### config.mk
export PLATFORM = sky130hd
export DESIGN_NAME = ecp_ctrl
export DESIGN_NICKNAME = d
export VERILOG_FILES = /design/src/hdl/ecp_pkg.sv /design/src/hdl/ecp_ctrl.sv
export SDC_FILE = /design/constraint.sdc
export NUM_CORES = 1
export LEC_CHECK = 0
export BUFFER_PORTS_ARGS = -buffer_cell sky130_fd_sc_hd__buf_2
export CORE_UTILIZATION = 53
export CTS_CLUSTER_SIZE = 28
export DETAILED_ROUTE_END_ITERATION = 8
export PLACE_DENSITY = 0.85
export SLEW_MARGIN = 10
export SYNTH_ARGS = -nofsm -noshare
export SYNTH_HDL_FRONTEND = slang
export SYNTH_SLANG_ARGS = --single-unit
### constraint.sdc
create_clock -name clk -period 2.7 [get_ports clk]
set_input_delay 0.54 -clock clk [delete_from_list [all_inputs] [get_ports clk]]
set_output_delay 0.54 -clock clk [all_outputs]
set_load 0.01 [all_outputs]
### src/hdl/ecp_pkg.sv
`timescale 1ns / 1ps

package ecp_pkg;

    localparam int VEC_FRAC_BITS  = 14;
    localparam int TRIG_FRAC_BITS = 30;
    localparam int CORDIC_STEPS   = 30;

    localparam logic [15:0] TURN    = 16'd46080;
    localparam logic [15:0] QUARTER = 16'd11520;
    localparam logic signed [14:0] PITCH_MAX = 15'sd11392;
    localparam logic signed [14:0] PITCH_MIN = -15'sd11392;

    localparam logic [1:0] MODE_ROT   = 2'd0;
    localparam logic [1:0] MODE_FLY   = 2'd1;
    localparam logic [1:0] MODE_WALK  = 2'd2;
    localparam logic [1:0] MODE_SPARE = 2'd3;

    localparam logic [2:0] CFG_START_X     = 3'd0;
    localparam logic [2:0] CFG_START_Y     = 3'd1;
    localparam logic [2:0] CFG_START_Z     = 3'd2;
    localparam logic [2:0] CFG_START_YAW   = 3'd3;
    localparam logic [2:0] CFG_START_PITCH = 3'd4;

    typedef struct packed {
        logic [1:0]          mode;
        logic signed [15:0]  delta_yaw;
        logic signed [15:0]  delta_pitch;
        logic signed [23:0]  move_x;
        logic signed [23:0]  move_y;
        logic signed [23:0]  move_z;
    } cam_in_t;

    typedef struct packed {
        logic signed [31:0] pos_x;
        logic signed [31:0] pos_y;
        logic signed [31:0] pos_z;
        logic signed [15:0] fwd_x;
        logic signed [15:0] fwd_y;
        logic signed [15:0] fwd_z;
        logic signed [15:0] rgt_x;
        logic signed [15:0] rgt_y;
        logic signed [15:0] rgt_z;
        logic signed [15:0] upv_x;
        logic signed [15:0] upv_y;
        logic signed [15:0] upv_z;
    } cam_out_t;

    typedef enum logic [3:0] {
        ST_IDLE,
        ST_DISPATCH,
        ST_LOAD,
        ST_ANGLE,
        ST_YAW_INIT,
        ST_YAW_ITER,
        ST_YAW_FIN,
        ST_PIT_INIT,
        ST_PIT_ITER,
        ST_PIT_FIN,
        ST_AXES,
        ST_FLY,
        ST_WALK,
        ST_OUT
    } ctrl_state_t;

    typedef enum logic [3:0] {
        MS_CY_CP,
        MS_SY_CP,
        MS_CY_SP,
        MS_SY_SP,
        MS_RGT_MX,
        MS_UPV_MY,
        MS_FWD_MZ,
        MS_CY_MX,
        MS_SY_MZ,
        MS_CY_MZ,
        MS_SY_MX
    } mul_sel_t;

    typedef enum logic [1:0] {
        PS_ACC_VEC,
        PS_ACC_TRIG,
        PS_MOVE_Y
    } pos_src_t;

    typedef struct packed {
        logic       latch;
        logic       load;
        logic       angle;
        logic       cinit;
        logic       citer;
        logic       cfin;
        logic       csel_pitch;
        logic [4:0] idx;
        logic       mul_en;
        mul_sel_t   sel;
        logic       acc_en;
        logic       acc_clr;
        logic       acc_sub;
        logic       ax_wr;
        logic [1:0] ax_idx;
        logic       pos_wr;
        pos_src_t   src;
        logic [1:0] k;
        logic       out_load;
    } dp_cmd_t;

    typedef struct packed {
        logic       loaded;
        logic [1:0] mode;
        logic       moving;
    } dp_status_t;

    // arctangent of 2^-i in Q30 radians
    function automatic logic signed [32:0] atan_q30(input logic [4:0] i);
        logic signed [32:0] v;
        unique case (i)
            5'd0:  v = 33'sh03243F6A8;
            5'd1:  v = 33'sh01DAC6705;
            5'd2:  v = 33'sh00FADBAFC;
            5'd3:  v = 33'sh007F56EA6;
            5'd4:  v = 33'sh003FEAB76;
            5'd5:  v = 33'sh001FFD55B;
            5'd6:  v = 33'sh000FFFAAA;
            5'd7:  v = 33'sh0007FFF55;
            5'd8:  v = 33'sh0003FFFEA;
            5'd9:  v = 33'sh0001FFFFD;
            5'd10: v = 33'sh0000FFFFF;
            5'd11: v = 33'sh00007FFFF;
            5'd12: v = 33'sh00003FFFF;
            5'd13: v = 33'sh00001FFFF;
            5'd14: v = 33'sh00000FFFF;
            5'd15: v = 33'sh000007FFF;
            5'd16: v = 33'sh000003FFF;
            5'd17: v = 33'sh000001FFF;
            5'd18: v = 33'sh000000FFF;
            5'd19: v = 33'sh0000007FF;
            5'd20: v = 33'sh0000003FF;
            5'd21: v = 33'sh0000001FF;
            5'd22: v = 33'sh0000000FF;
            5'd23: v = 33'sh00000007F;
            5'd24: v = 33'sh00000003F;
            5'd25: v = 33'sh00000001F;
            5'd26: v = 33'sh00000000F;
            5'd27: v = 33'sh000000008;
            5'd28: v = 33'sh000000004;
            5'd29: v = 33'sh000000002;
            default: v = '0;
        endcase
        return v;
    endfunction

endpackage

### src/hdl/ecp_ctrl.sv
`timescale 1ns / 1ps

module ecp_ctrl import ecp_pkg::*; (
    input  logic       clk,
    input  logic       rst_n,
    input  logic       in_valid,
    output logic       in_stall,
    output logic       out_valid,
    input  logic       out_stall,
    input  dp_status_t status,
    output dp_cmd_t    cmd
);

    ctrl_state_t state_reg, state_next;
    logic [4:0]  cnt_reg, cnt_next;
    logic [1:0]  k_reg, k_next;
    logic        after_load_reg, after_load_next;
    logic        out_valid_reg, out_valid_next;
    logic        out_free;

    assign out_free  = !out_valid_reg || !out_stall;
    assign in_stall  = (state_reg != ST_IDLE);
    assign out_valid = out_valid_reg;

    always_ff @(posedge clk or negedge rst_n)
    begin
        if (!rst_n)
        begin
            state_reg      <= ST_IDLE;
            cnt_reg        <= '0;
            k_reg          <= '0;
            after_load_reg <= 1'b0;
            out_valid_reg  <= 1'b0;
        end
        else
        begin
            state_reg      <= state_next;
            cnt_reg        <= cnt_next;
            k_reg          <= k_next;
            after_load_reg <= after_load_next;
            out_valid_reg  <= out_valid_next;
        end
    end

    // next state
    always_comb
    begin
        state_next      = state_reg;
        cnt_next        = cnt_reg;
        k_next          = k_reg;
        after_load_next = after_load_reg;
        out_valid_next  = out_valid_reg;
        if (out_valid_reg && !out_stall)
        begin
            out_valid_next = 1'b0;
        end
        unique case (state_reg)
            ST_IDLE:
            begin
                if (in_valid)
                begin
                    state_next = ST_DISPATCH;
                end
            end
            ST_DISPATCH:
            begin
                cnt_next = '0;
                k_next   = '0;
                priority if (!status.loaded)
                    state_next = ST_LOAD;
                else if (status.mode == MODE_ROT)
                    state_next = ST_ANGLE;
                else if (status.mode == MODE_FLY && status.moving)
                    state_next = ST_FLY;
                else if (status.mode == MODE_WALK && status.moving)
                    state_next = ST_WALK;
                else
                    state_next = ST_OUT;
            end
            ST_LOAD:
            begin
                after_load_next = 1'b1;
                state_next      = ST_YAW_INIT;
            end
            ST_ANGLE:
            begin
                state_next = ST_YAW_INIT;
            end
            ST_YAW_INIT:
            begin
                cnt_next   = '0;
                state_next = ST_YAW_ITER;
            end
            ST_YAW_ITER:
            begin
                if (cnt_reg == 5'(CORDIC_STEPS - 1))
                    state_next = ST_YAW_FIN;
                else
                    cnt_next = cnt_reg + 5'd1;
            end
            ST_YAW_FIN:
            begin
                state_next = ST_PIT_INIT;
            end
            ST_PIT_INIT:
            begin
                cnt_next   = '0;
                state_next = ST_PIT_ITER;
            end
            ST_PIT_ITER:
            begin
                if (cnt_reg == 5'(CORDIC_STEPS - 1))
                    state_next = ST_PIT_FIN;
                else
                    cnt_next = cnt_reg + 5'd1;
            end
            ST_PIT_FIN:
            begin
                cnt_next   = '0;
                state_next = ST_AXES;
            end
            ST_AXES:
            begin
                if (cnt_reg == 5'd7)
                begin
                    after_load_next = 1'b0;
                    state_next      = after_load_reg ? ST_DISPATCH : ST_OUT;
                end
                else
                begin
                    cnt_next = cnt_reg + 5'd1;
                end
            end
            ST_FLY:
            begin
                if (cnt_reg == 5'd4)
                begin
                    cnt_next = '0;
                    if (k_reg == 2'd2)
                        state_next = ST_OUT;
                    else
                        k_next = k_reg + 2'd1;
                end
                else
                begin
                    cnt_next = cnt_reg + 5'd1;
                end
            end
            ST_WALK:
            begin
                priority if (k_reg == 2'd1)
                begin
                    k_next   = 2'd2;
                    cnt_next = '0;
                end
                else if (cnt_reg == 5'd3)
                begin
                    cnt_next = '0;
                    if (k_reg == 2'd2)
                        state_next = ST_OUT;
                    else
                        k_next = 2'd1;
                end
                else
                begin
                    cnt_next = cnt_reg + 5'd1;
                end
            end
            ST_OUT:
            begin
                if (out_free)
                begin
                    out_valid_next = 1'b1;
                    state_next     = ST_IDLE;
                end
            end
            default:
            begin
                state_next = ST_IDLE;
            end
        endcase
    end

    // datapath commands
    always_comb
    begin
        cmd = '0;
        unique case (state_reg)
            ST_IDLE:     cmd.latch = in_valid;
            ST_DISPATCH: ;
            ST_LOAD:     cmd.load = 1'b1;
            ST_ANGLE:    cmd.angle = 1'b1;
            ST_YAW_INIT: cmd.cinit = 1'b1;
            ST_YAW_ITER:
            begin
                cmd.citer = 1'b1;
                cmd.idx   = cnt_reg;
            end
            ST_YAW_FIN:  cmd.cfin = 1'b1;
            ST_PIT_INIT:
            begin
                cmd.cinit      = 1'b1;
                cmd.csel_pitch = 1'b1;
            end
            ST_PIT_ITER:
            begin
                cmd.citer      = 1'b1;
                cmd.csel_pitch = 1'b1;
                cmd.idx        = cnt_reg;
            end
            ST_PIT_FIN:
            begin
                cmd.cfin       = 1'b1;
                cmd.csel_pitch = 1'b1;
            end
            ST_AXES:
            begin
                // even cycles multiply, odd cycles round and store
                if (!cnt_reg[0])
                begin
                    cmd.mul_en = 1'b1;
                    unique case (cnt_reg[2:1])
                        2'd0: cmd.sel = MS_CY_CP;
                        2'd1: cmd.sel = MS_SY_CP;
                        2'd2: cmd.sel = MS_CY_SP;
                        default: cmd.sel = MS_SY_SP;
                    endcase
                end
                else
                begin
                    cmd.ax_wr  = 1'b1;
                    cmd.ax_idx = cnt_reg[2:1];
                end
            end
            ST_FLY:
            begin
                cmd.k       = k_reg;
                cmd.src     = PS_ACC_VEC;
                cmd.mul_en  = (cnt_reg <= 5'd2);
                cmd.acc_en  = (cnt_reg >= 5'd1) && (cnt_reg <= 5'd3);
                cmd.acc_clr = (cnt_reg == 5'd1);
                cmd.pos_wr  = (cnt_reg == 5'd4);
                unique case (cnt_reg[1:0])
                    2'd0: cmd.sel = MS_RGT_MX;
                    2'd1: cmd.sel = MS_UPV_MY;
                    default: cmd.sel = MS_FWD_MZ;
                endcase
            end
            ST_WALK:
            begin
                cmd.k = k_reg;
                if (k_reg == 2'd1)
                begin
                    cmd.pos_wr = 1'b1;
                    cmd.src    = PS_MOVE_Y;
                end
                else
                begin
                    cmd.src     = PS_ACC_TRIG;
                    cmd.mul_en  = (cnt_reg <= 5'd1);
                    cmd.acc_en  = (cnt_reg == 5'd1) || (cnt_reg == 5'd2);
                    cmd.acc_clr = (cnt_reg == 5'd1);
                    cmd.acc_sub = (k_reg == 2'd2) && (cnt_reg == 5'd2);
                    cmd.pos_wr  = (cnt_reg == 5'd3);
                    if (k_reg == 2'd0)
                        cmd.sel = cnt_reg[0] ? MS_SY_MZ : MS_CY_MX;
                    else
                        cmd.sel = cnt_reg[0] ? MS_SY_MX : MS_CY_MZ;
                end
            end
            ST_OUT:      cmd.out_load = out_free;
            default:     ;
        endcase
    end

endmodule

==> results.md, run 1 <==
Global routing:
- The wire length of the first global-routing pass is about 6400 microns.
- Global routing used around two fifths of the available met2 tracks.
- The sum of overflow across all layers after global routing is 0.
- The initial antenna violation count is 0.
- The met1 routing resource usage after global routing is 35.67%.
- The maximum number of pins on one net before global-route repair is 23.
- In the global route stage, overall resource usage came out at 25.44%.
- The number of global-route vias before repair is 1393.
- met2 is the most crowded layer.
- Global routing used about 4.4% of the available met3 tracks.

Synthesis:
- By instance count, the leading cell after synthesis is nor2_1.
- The synthesized netlist cell count is just under 200.
- A synthesized cell averages 7.739 sq um.
- The share of synthesized area in the top cell type comes to 21.67%.
- Sorting the synthesized cells by area gives the leading types as dfrtp_1 22%, ha_1 8.3%, o21ai_0 5.3%, nor2_1 4.5%, a21oi_1 4.0%.
- The number of synthesized register bits is 13.
- The total standard cell area after synthesis is 1501 sq um.
- Synthesis produced a netlist with a net count of roughly 210.
- The commonest cells after synthesis are 18 x nor2_1, 16 x o21ai_0, 14 x nand2_1.
- The total of warnings raised by yosys is 0.
- Summing the sequential cell areas from Yosys gives 21.67% of the chip area.
- The cell accounting for the most synthesized area is dfrtp_1.
- The most used flip-flop cell after synthesis is dfrtp_1.
- Counting flops with a built-in enable in the synthesized netlist gives 0.
- After synthesis, the share of flip-flops with an asynchronous set or reset is 100.0%.
- The count of cell types in the netlist is 55.

Critical path:
- The beginning of the critical path is k_reg[1].
- At the worst endpoint, the required time is approximately 2.2 ns.
- The critical-path maximum fanout is 8.
- The data arrival time at the worst-slack endpoint is ~2.0 ns.
- The worst setup path is captured at a primary output.
- The capture instance of the worst register-to-register path is k_reg[0].
- In this run the worst setup path terminates at cmd[16].
- The critical path in this run is classified as flip-flop to primary output.
- The worst register-to-register path begins at cnt_reg[0].
- The worst setup path is launched from a flip-flop.
- The count of cells along the worst register-to-register path is 6.
- For flop-to-flop paths, the worst setup slack is roughly 0.46 ns.

Timing:
- In this run the tightest slew margin relative to its limit is about 64%.
- In the finished design, the share of the clock period the worst path needs comes to between 90% and 100%.
- Setup violations remaining at the end of the flow were counted as 0.
- Setup repair after global routing left no endpoint under its margin.
- The transition time at the pin with the least slew margin is between 0.5 and 0.6 ns.
- The maximum operating frequency is approximately 0.39 GHz.
- The final sum of negative setup slack is 0 ns.
- The final-report max-slew violation count is 0.
- The count of endpoints failing hold in the final timing report is 0.
- The final critical delay including setup and external delays is 2.533 ns.
- The worst clock skew on the final layout is around 0.0035 ns.

Floorplanning:
- The die is ~55 microns tall.
- The number of rows in the core area is 18.
- The effective utilization at floorplan is between 50% and 60%.
- The I/O pin count is 39.
- The floorplan step set the die width to between 50 and 60 microns.
- The floorplan die area is just over 3000 sq um.
- The core footprint is approximately 2600 sq um.

Detailed routing:
- The number of vias per cell is between 6 and 7.
- The first detailed-routing pass took 6 iterations.
- Summed over all layers, the routed wires come to 3931 microns.
- The detailed-route DRC error count is 0.
- The detailed router finished its first iteration with between 80 and 90 violations.
- The via total after detailed routing is 1633.
- The detail-routed net length per standard cell is about 15 microns.
- The count of nets left with antenna violations after detail routing is 0.

Finish:
- After the last flow step, the layout net total stands at approximately 250.
- The flip-flop count of the largest register, all copies and words added is 5.
- The final design area excluding fillers is 1702 sq um.
- The count of antenna diodes in the layout is 0.
- The fraction of final layout cells sized beyond drive strength 1 is 26.55%.
- The post-synthesis to final-layout area growth is 13.33%.

Run status:
- The run finished with clean final reports.

Clocking:
- The clock-pin slew reported for the worst setup and hold paths after clock tree synthesis is 0.09 ns.
- Counting every sink on the clock net gives 13.
- The clock passes through at most 2 buffers.
- The worst-skew pair later-pin latency is between 0.2 and 0.3 ns.
- The CTS tree is done.
- In this run, CTS created clock tree buffers numbering 3.
- The buffer cell driving the clock tree root is clkbuf_4.
- In this run the number of H-tree levels came out at 1.

Power:
- The relative contribution of combinational cells to total power is between 60% and 70%.
- The analysis attributes to cell leakage a power of 0.8040 nW.
- The clock network burns under 10% of the power.
- The power per unit of standard cell area is 1031 nW/um^2.
- Across the VDD grid, the largest voltage drop is roughly 0.79 mV.
- The switching power share of the total is between 50% and 60%.
- Summed over all nets, the switching power comes to 929.3 uW.
- The cell-internal power is 824.9 uW.
- The sequential share of power is between 20% and 30%.

Placement:
- The count of buffers added on input and output ports is 38.
- Once detailed placement completed, the half-perimeter wirelength came to 2904 microns.
- The placed standard-cell area is roughly 1700 sq um.
- The last weighted congestion value of the routability-driven placer is ~0.87.

Run:
- The max-capacitance violation count is 0.

Worst hold path:
- The worst hold path belongs to the class input pin to async pin.
==> metrics by stage <==
| stage | utilization (%) | worst slack, ns | hold WS [ns] | power [mW] | cells |
|---|---|---|---|---|---|
| final | 66.28 | 0.1670 | 0.1233 | 1.754 | 256 |
| after global routing | 66.28 | 0.07009 | 0.1534 | 1.896 | 256 |
| after CTS | 65.98 | 0.06379 | 0.1409 | 1.718 | 256 |
| after detailed placement | 64.96 | 0.3804 | 0.4510 | 1.585 | 252 |
| after global placement | 64.96 | 0.4493 | 0.4483 | 1.558 | 252 |
| after floorplan | - | 0.6052 | 0.2444 | 1.336 | 194 |
==> how the worst min path moves through the flow <==
stage,slack [ns],cells after the start,start,end
6_report,0.12,1,rst_n,cnt_reg[4]
2_1_floorplan,0.24,0,rst_n,after_load_reg
3_5_place_dp,0.45,1,rst_n,cnt_reg[4]
5_1_grt,0.15,1,rst_n,cnt_reg[4]
4_1_cts,0.14,1,rst_n,cnt_reg[4]
3_3_place_gp,0.45,1,rst_n,after_load_reg
==> logic make-up after synthesis <==
family	count (synthesis)	share of synthesized area (%)
xor gates and xnor gates	1	0.5834
adders and majority gates	10	8.333
AOI/OAI and AO/OA	61	25.50
and+or+nand+nor	80	31.33
DFF	13	21.67
buffers and inverters	22	7.583
muxes	7	5.000
==> layer usage <==
layer	wire, microns	vias to the layer above
met5	0	-
met4	25	0
met3	296	8
met2	1859	97
met1	1749	759
li1	-	769
==> what timing repair did <==
item	in CTS	in global routing
buffers inserted	0	0
gates resized for setup	0	5
hold buffers	0	0
setup endpoints to repair	0	5
endpoints found under the hold margin	0	0
==> worst max-delay path, cell delays in order (launching register included) <==
cell and delay [ns]:
dfrtp_1 0.41, inv_1 0.13, ha_1 0.27, or2_1 0.27, inv_2 0.08, a222oi_1 0.28
o22ai_1 0.12, buf_2 0.15
==> power groups by stage <==
stage                     Combinational, mW  Sequential, mW  Clock [mW]
after global placement                 1.12           0.442           0
after floorplan                        1.02           0.317           0
after CTS                              1.14           0.448       0.130
after detailed placement               1.13           0.453           0
final                                  1.16           0.463       0.131
after global routing                   1.28           0.481       0.134
==> final cells by class <==
cell class | instances | area, sq um
multi-input combinational | 159 | 1065
fill | 229 | 865.8
sequential | 13 | 330.3
timing repair buffer | 40 | 205.2
inverter | 10 | 37.54
tap | 30 | 37.54
clock buffer | 4 | 26.28
==> cells in the final DEF, fill, tap and decap left out, types with 2 or more instances in the layout <==
cell	count
a21oi_1	12
dfrtp_2	4
buf_4	2
clkbuf_4	3
o32ai_1	2
and2_1	6
o21ai_1	8
nor2_1	17
nand2b_1	6
nand3_1	4
nor3_1	3
ha_1	10
o22ai_1	3
or2_1	3
dfrtp_1	9
nand4b_1	2
o21ai_0	16
nand4bb_1	2
nand2_1	14
nor2b_1	4
mux2_1	4
nand4_2	2
o31ai_1	2
o211ai_1	4
nand3b_1	4
mux2i_1	3
inv_1	8
inv_2	2
buf_2	38
and3_1	2
(Power assumes the default switching activity.)
==> run 2, diff against run 1 <==
--- a/config.mk
+++ b/config.mk
@@ -10,6 +10,7 @@
 export CTS_CLUSTER_SIZE = 28
 export DETAILED_ROUTE_END_ITERATION = 8
 export PLACE_DENSITY = 0.85
+export RECOVER_POWER = 50
 export SLEW_MARGIN = 10
 export SYNTH_ARGS = -nofsm -noshare
 export SYNTH_HDL_FRONTEND = slang
==> run 2 against run 1 <==
Flip-flop and latch count unchanged. Via count down 2.0%. Sequential share of layout area rose by 0.16 points. Clock power fell by 3%. Register-to-register slack is essentially flat. Sequential power is essentially flat. Clock-buffer cell count unchanged. Non-clock buffer count did not move. First-iteration DRC count decreased by 12%. Largest cell class unchanged.
==> results.md, run 2 (synthesis gave the netlist of run 1 again) <==
Timing:
- The maximum operating frequency is about 0.40 GHz.
- For the final routed database, the setup TNS stands at 0 ns.
- The count of endpoints failing hold in the final timing report is 0.
- The worst path uses between 90% and 100% of the clock period.
- The headroom to the max-slew limit is between 50 and 60%.
- The final number of setup-violating endpoints is 0.
- The final critical delay including setup and external delays is between 2 and 3 ns.
- Between clock sinks in the finished design, the worst skew comes to approximately 0.0032 ns.
- The final-report max-slew violation count is 0.
- For the pin with the worst max-slew slack, the measured transition is between 0.7 and 0.8 ns.
- Setup repair after global routing left no endpoint under its margin.

Detailed routing:
- The number of vias per cell is between 6 and 7.
- The first routing iteration left 74 violations.
- The detailed-route DRC error count is 0.
- Summing over every cut layer, the via total after detailed routing is between 1500 and 2000.
- The number of optimization iterations in the first detailed-route pass is 5.
- Once detail routing completed, the nets flagged for antenna violations numbered 0.
- The detail-routed net length per standard cell is 15.22 microns.
- The routed design has ~4000 microns of wire.

Global routing:
- The maximum number of pins on one net before global-route repair is 23.
- For this run, the total global-route usage over all layers was measured as roughly a quarter.
- The sum of overflow across all layers after global routing is 0.
- The number of global-route vias before repair is roughly 1400.
- The first global-routing pass estimated 6417 microns of wire.
- The initial antenna violation count was 0.

Run:
- Across the run, the number of max-cap violations was 0.

Critical path:
- Walking the worst path, the cells encountered are inv_1, ha_1, or2_1, inv_2, a222oi_1, o22ai_1, buf_2.
- On the critical path, the stage with the largest delay is an instance of dfrtp_1.
- The worst flop-to-flop path startpoint is cnt_reg[0].
- Counting both buffers and inverters, the worst setup path holds a total of 3.
- The delay contributed by the slowest stage of the critical path is between 0.4 and 0.5 ns.
- STA classifies the critical path startpoint as a flip-flop.
- The count of cells along the worst register-to-register path is 6.
- The data arrival time at the worst-slack endpoint is a little under 2 ns.
- The endpoint type of the worst setup path is a primary output.
- The worst register-to-register path ends at state_reg[3].
- The beginning of the critical path is k_reg[1].
- The family of cells with the greatest summed delay on the critical path is flip-flops.
- The data required time at the worst endpoint is between 2 and 2.5 ns.
- The reg-to-reg setup timing slack is about 0.46 ns.
- Of all nets on the critical path, the largest fanout is 8.
- The critical path is of the flip-flop to primary output type.

Floorplanning:
- The height of the die is roughly 55 microns.
- The number of rows in the core area is 18.
- 39 I/O pins were placed.
- The die covers slightly above 3000 sq um.
- The floorplan step defined a core boundary enclosing approximately 2600 sq um.
- Once the floorplan was initialized, standard cells occupied 58.48% of the core.
- The die outline width is around 55 microns.

Finish:
- The register with the most flip-flops in the layout has 5 of them.
- The leading cell type in the layout, fill and taps excluded is buf_2.
- Compared with the post-synthesis result, the final layout area differs by 12.42%.
- The post-layout net count is 245.
- The fraction of final layout cells sized beyond drive strength 1 is a little under a quarter.
- The count of antenna diodes in the layout is 0.
- In the layout the commonest cells are 32 x buf_2, 19 x o21ai_0, 17 x nor2_1, 14 x nand2_1, 12 x a21oi_1.

Clocking:
- In this run the clock root is driven by a clkbuf_4.
- Clock-pin slew was measured on the worst setup and hold paths at 0.09 ns.
- For the worst-skew pair, the clock arrives at the later sink with an insertion delay of ~0.28 ns.
- The worst-case clock buffer depth is 2.
- The number of setup buffers added after CTS is 0.
- TritonCTS built the clock tree.
- The number of clock buffers inserted by TritonCTS is 3.
- Clock tree synthesis found a total of 13 sinks.
- CTS built an H-tree with a depth of 1.

Power:
- Power comes to roughly 1.7 mW.
- The power per unit of standard cell area is between 1000 and 1500 nW/um^2.
- Summed over all cells, the static leakage comes to slightly below 0.8 nW.
- The largest voltage drop on the vdd net is between 0.7 and 0.8 mV.

Placement:
- The count of buffers from port buffering is 38.
- The half-perimeter wire length after placement is slightly below 3000 microns.
- The last weighted congestion value of the routability-driven placer is slightly below 0.9.

Run status:
- The run finished with clean final reports.

Worst hold path:
- The classification of the worst-slack hold path is input pin to async pin.
run 2: cell count changes in the layout (fill, tap and decap cells not counted):
cell      delta
buf_2        -6
clkbuf_1     +6
o21ai_0      +3
o21ai_1      -3
nand4_1      +1
nand4_2      -1
run 2: worst max-delay path by stage:
stage | cells past startpoint | slack, ns | endpoint
6_report | 7 | 0.18 | cmd[16]
5_1_grt | 7 | 0.07 | cmd[16]
4_1_cts | 5 | 0.06 | cmd[11]
3_5_place_dp | 5 | 0.38 | cmd[11]
3_3_place_gp | 5 | 0.45 | cmd[16]
2_1_floorplan | 7 | 0.61 | cmd[16]
run 2: power by group:
| part | switching [mW] | leakage (nW) | total, mW | internal [mW] |
|---|---|---|---|---|
| sequential | 0.189 | 0.162 | 0.462 | 0.273 |
| clock | 0.0700 | 0.0150 | 0.127 | 0.0575 |
| combinational | 0.657 | 0.596 | 1.14 | 0.486 |
run 2: layout make-up:
| cell class | instances | area (sq um) |
|---|---|---|
| multi-input cells | 159 | 1059 |
| fillers | 236 | 879.6 |
| flip-flops and latches | 13 | 330.3 |
| repair buffers | 40 | 197.7 |
| inverters | 10 | 37.54 |
| well taps | 30 | 37.54 |
| clock buffers | 4 | 26.28 |
run 2: what timing repair did:
action,in CTS,in global routing
hold buffers,0,0
endpoints found under the setup margin,0,5
endpoints found under the hold margin,0,0
resized for setup,0,5
run 2: metrics by stage:
| step | hold WS [ns] | utilization (%) | worst slack, ns | std cells | instance area, sq um |
|---|---|---|---|---|---|
| floorplan | 0.2444 | - | 0.6052 | 194 | 1501 |
| global placement | 0.4483 | 64.96 | 0.4493 | 252 | 1668 |
| detailed placement | 0.4510 | 64.96 | 0.3804 | 252 | 1668 |
| CTS | 0.1409 | 65.98 | 0.06379 | 256 | 1694 |
| global route | 0.3543 | 65.74 | 0.07009 | 256 | 1688 |
| finish | 0.2785 | 65.74 | 0.1782 | 256 | 1688 |
run 2: per-layer routing:
metal	track usage (%)	wire length, microns
met3	4.450	246
met5	0	0
met4	6.786	23
met1	35.67	1769
met2	40.28	1857
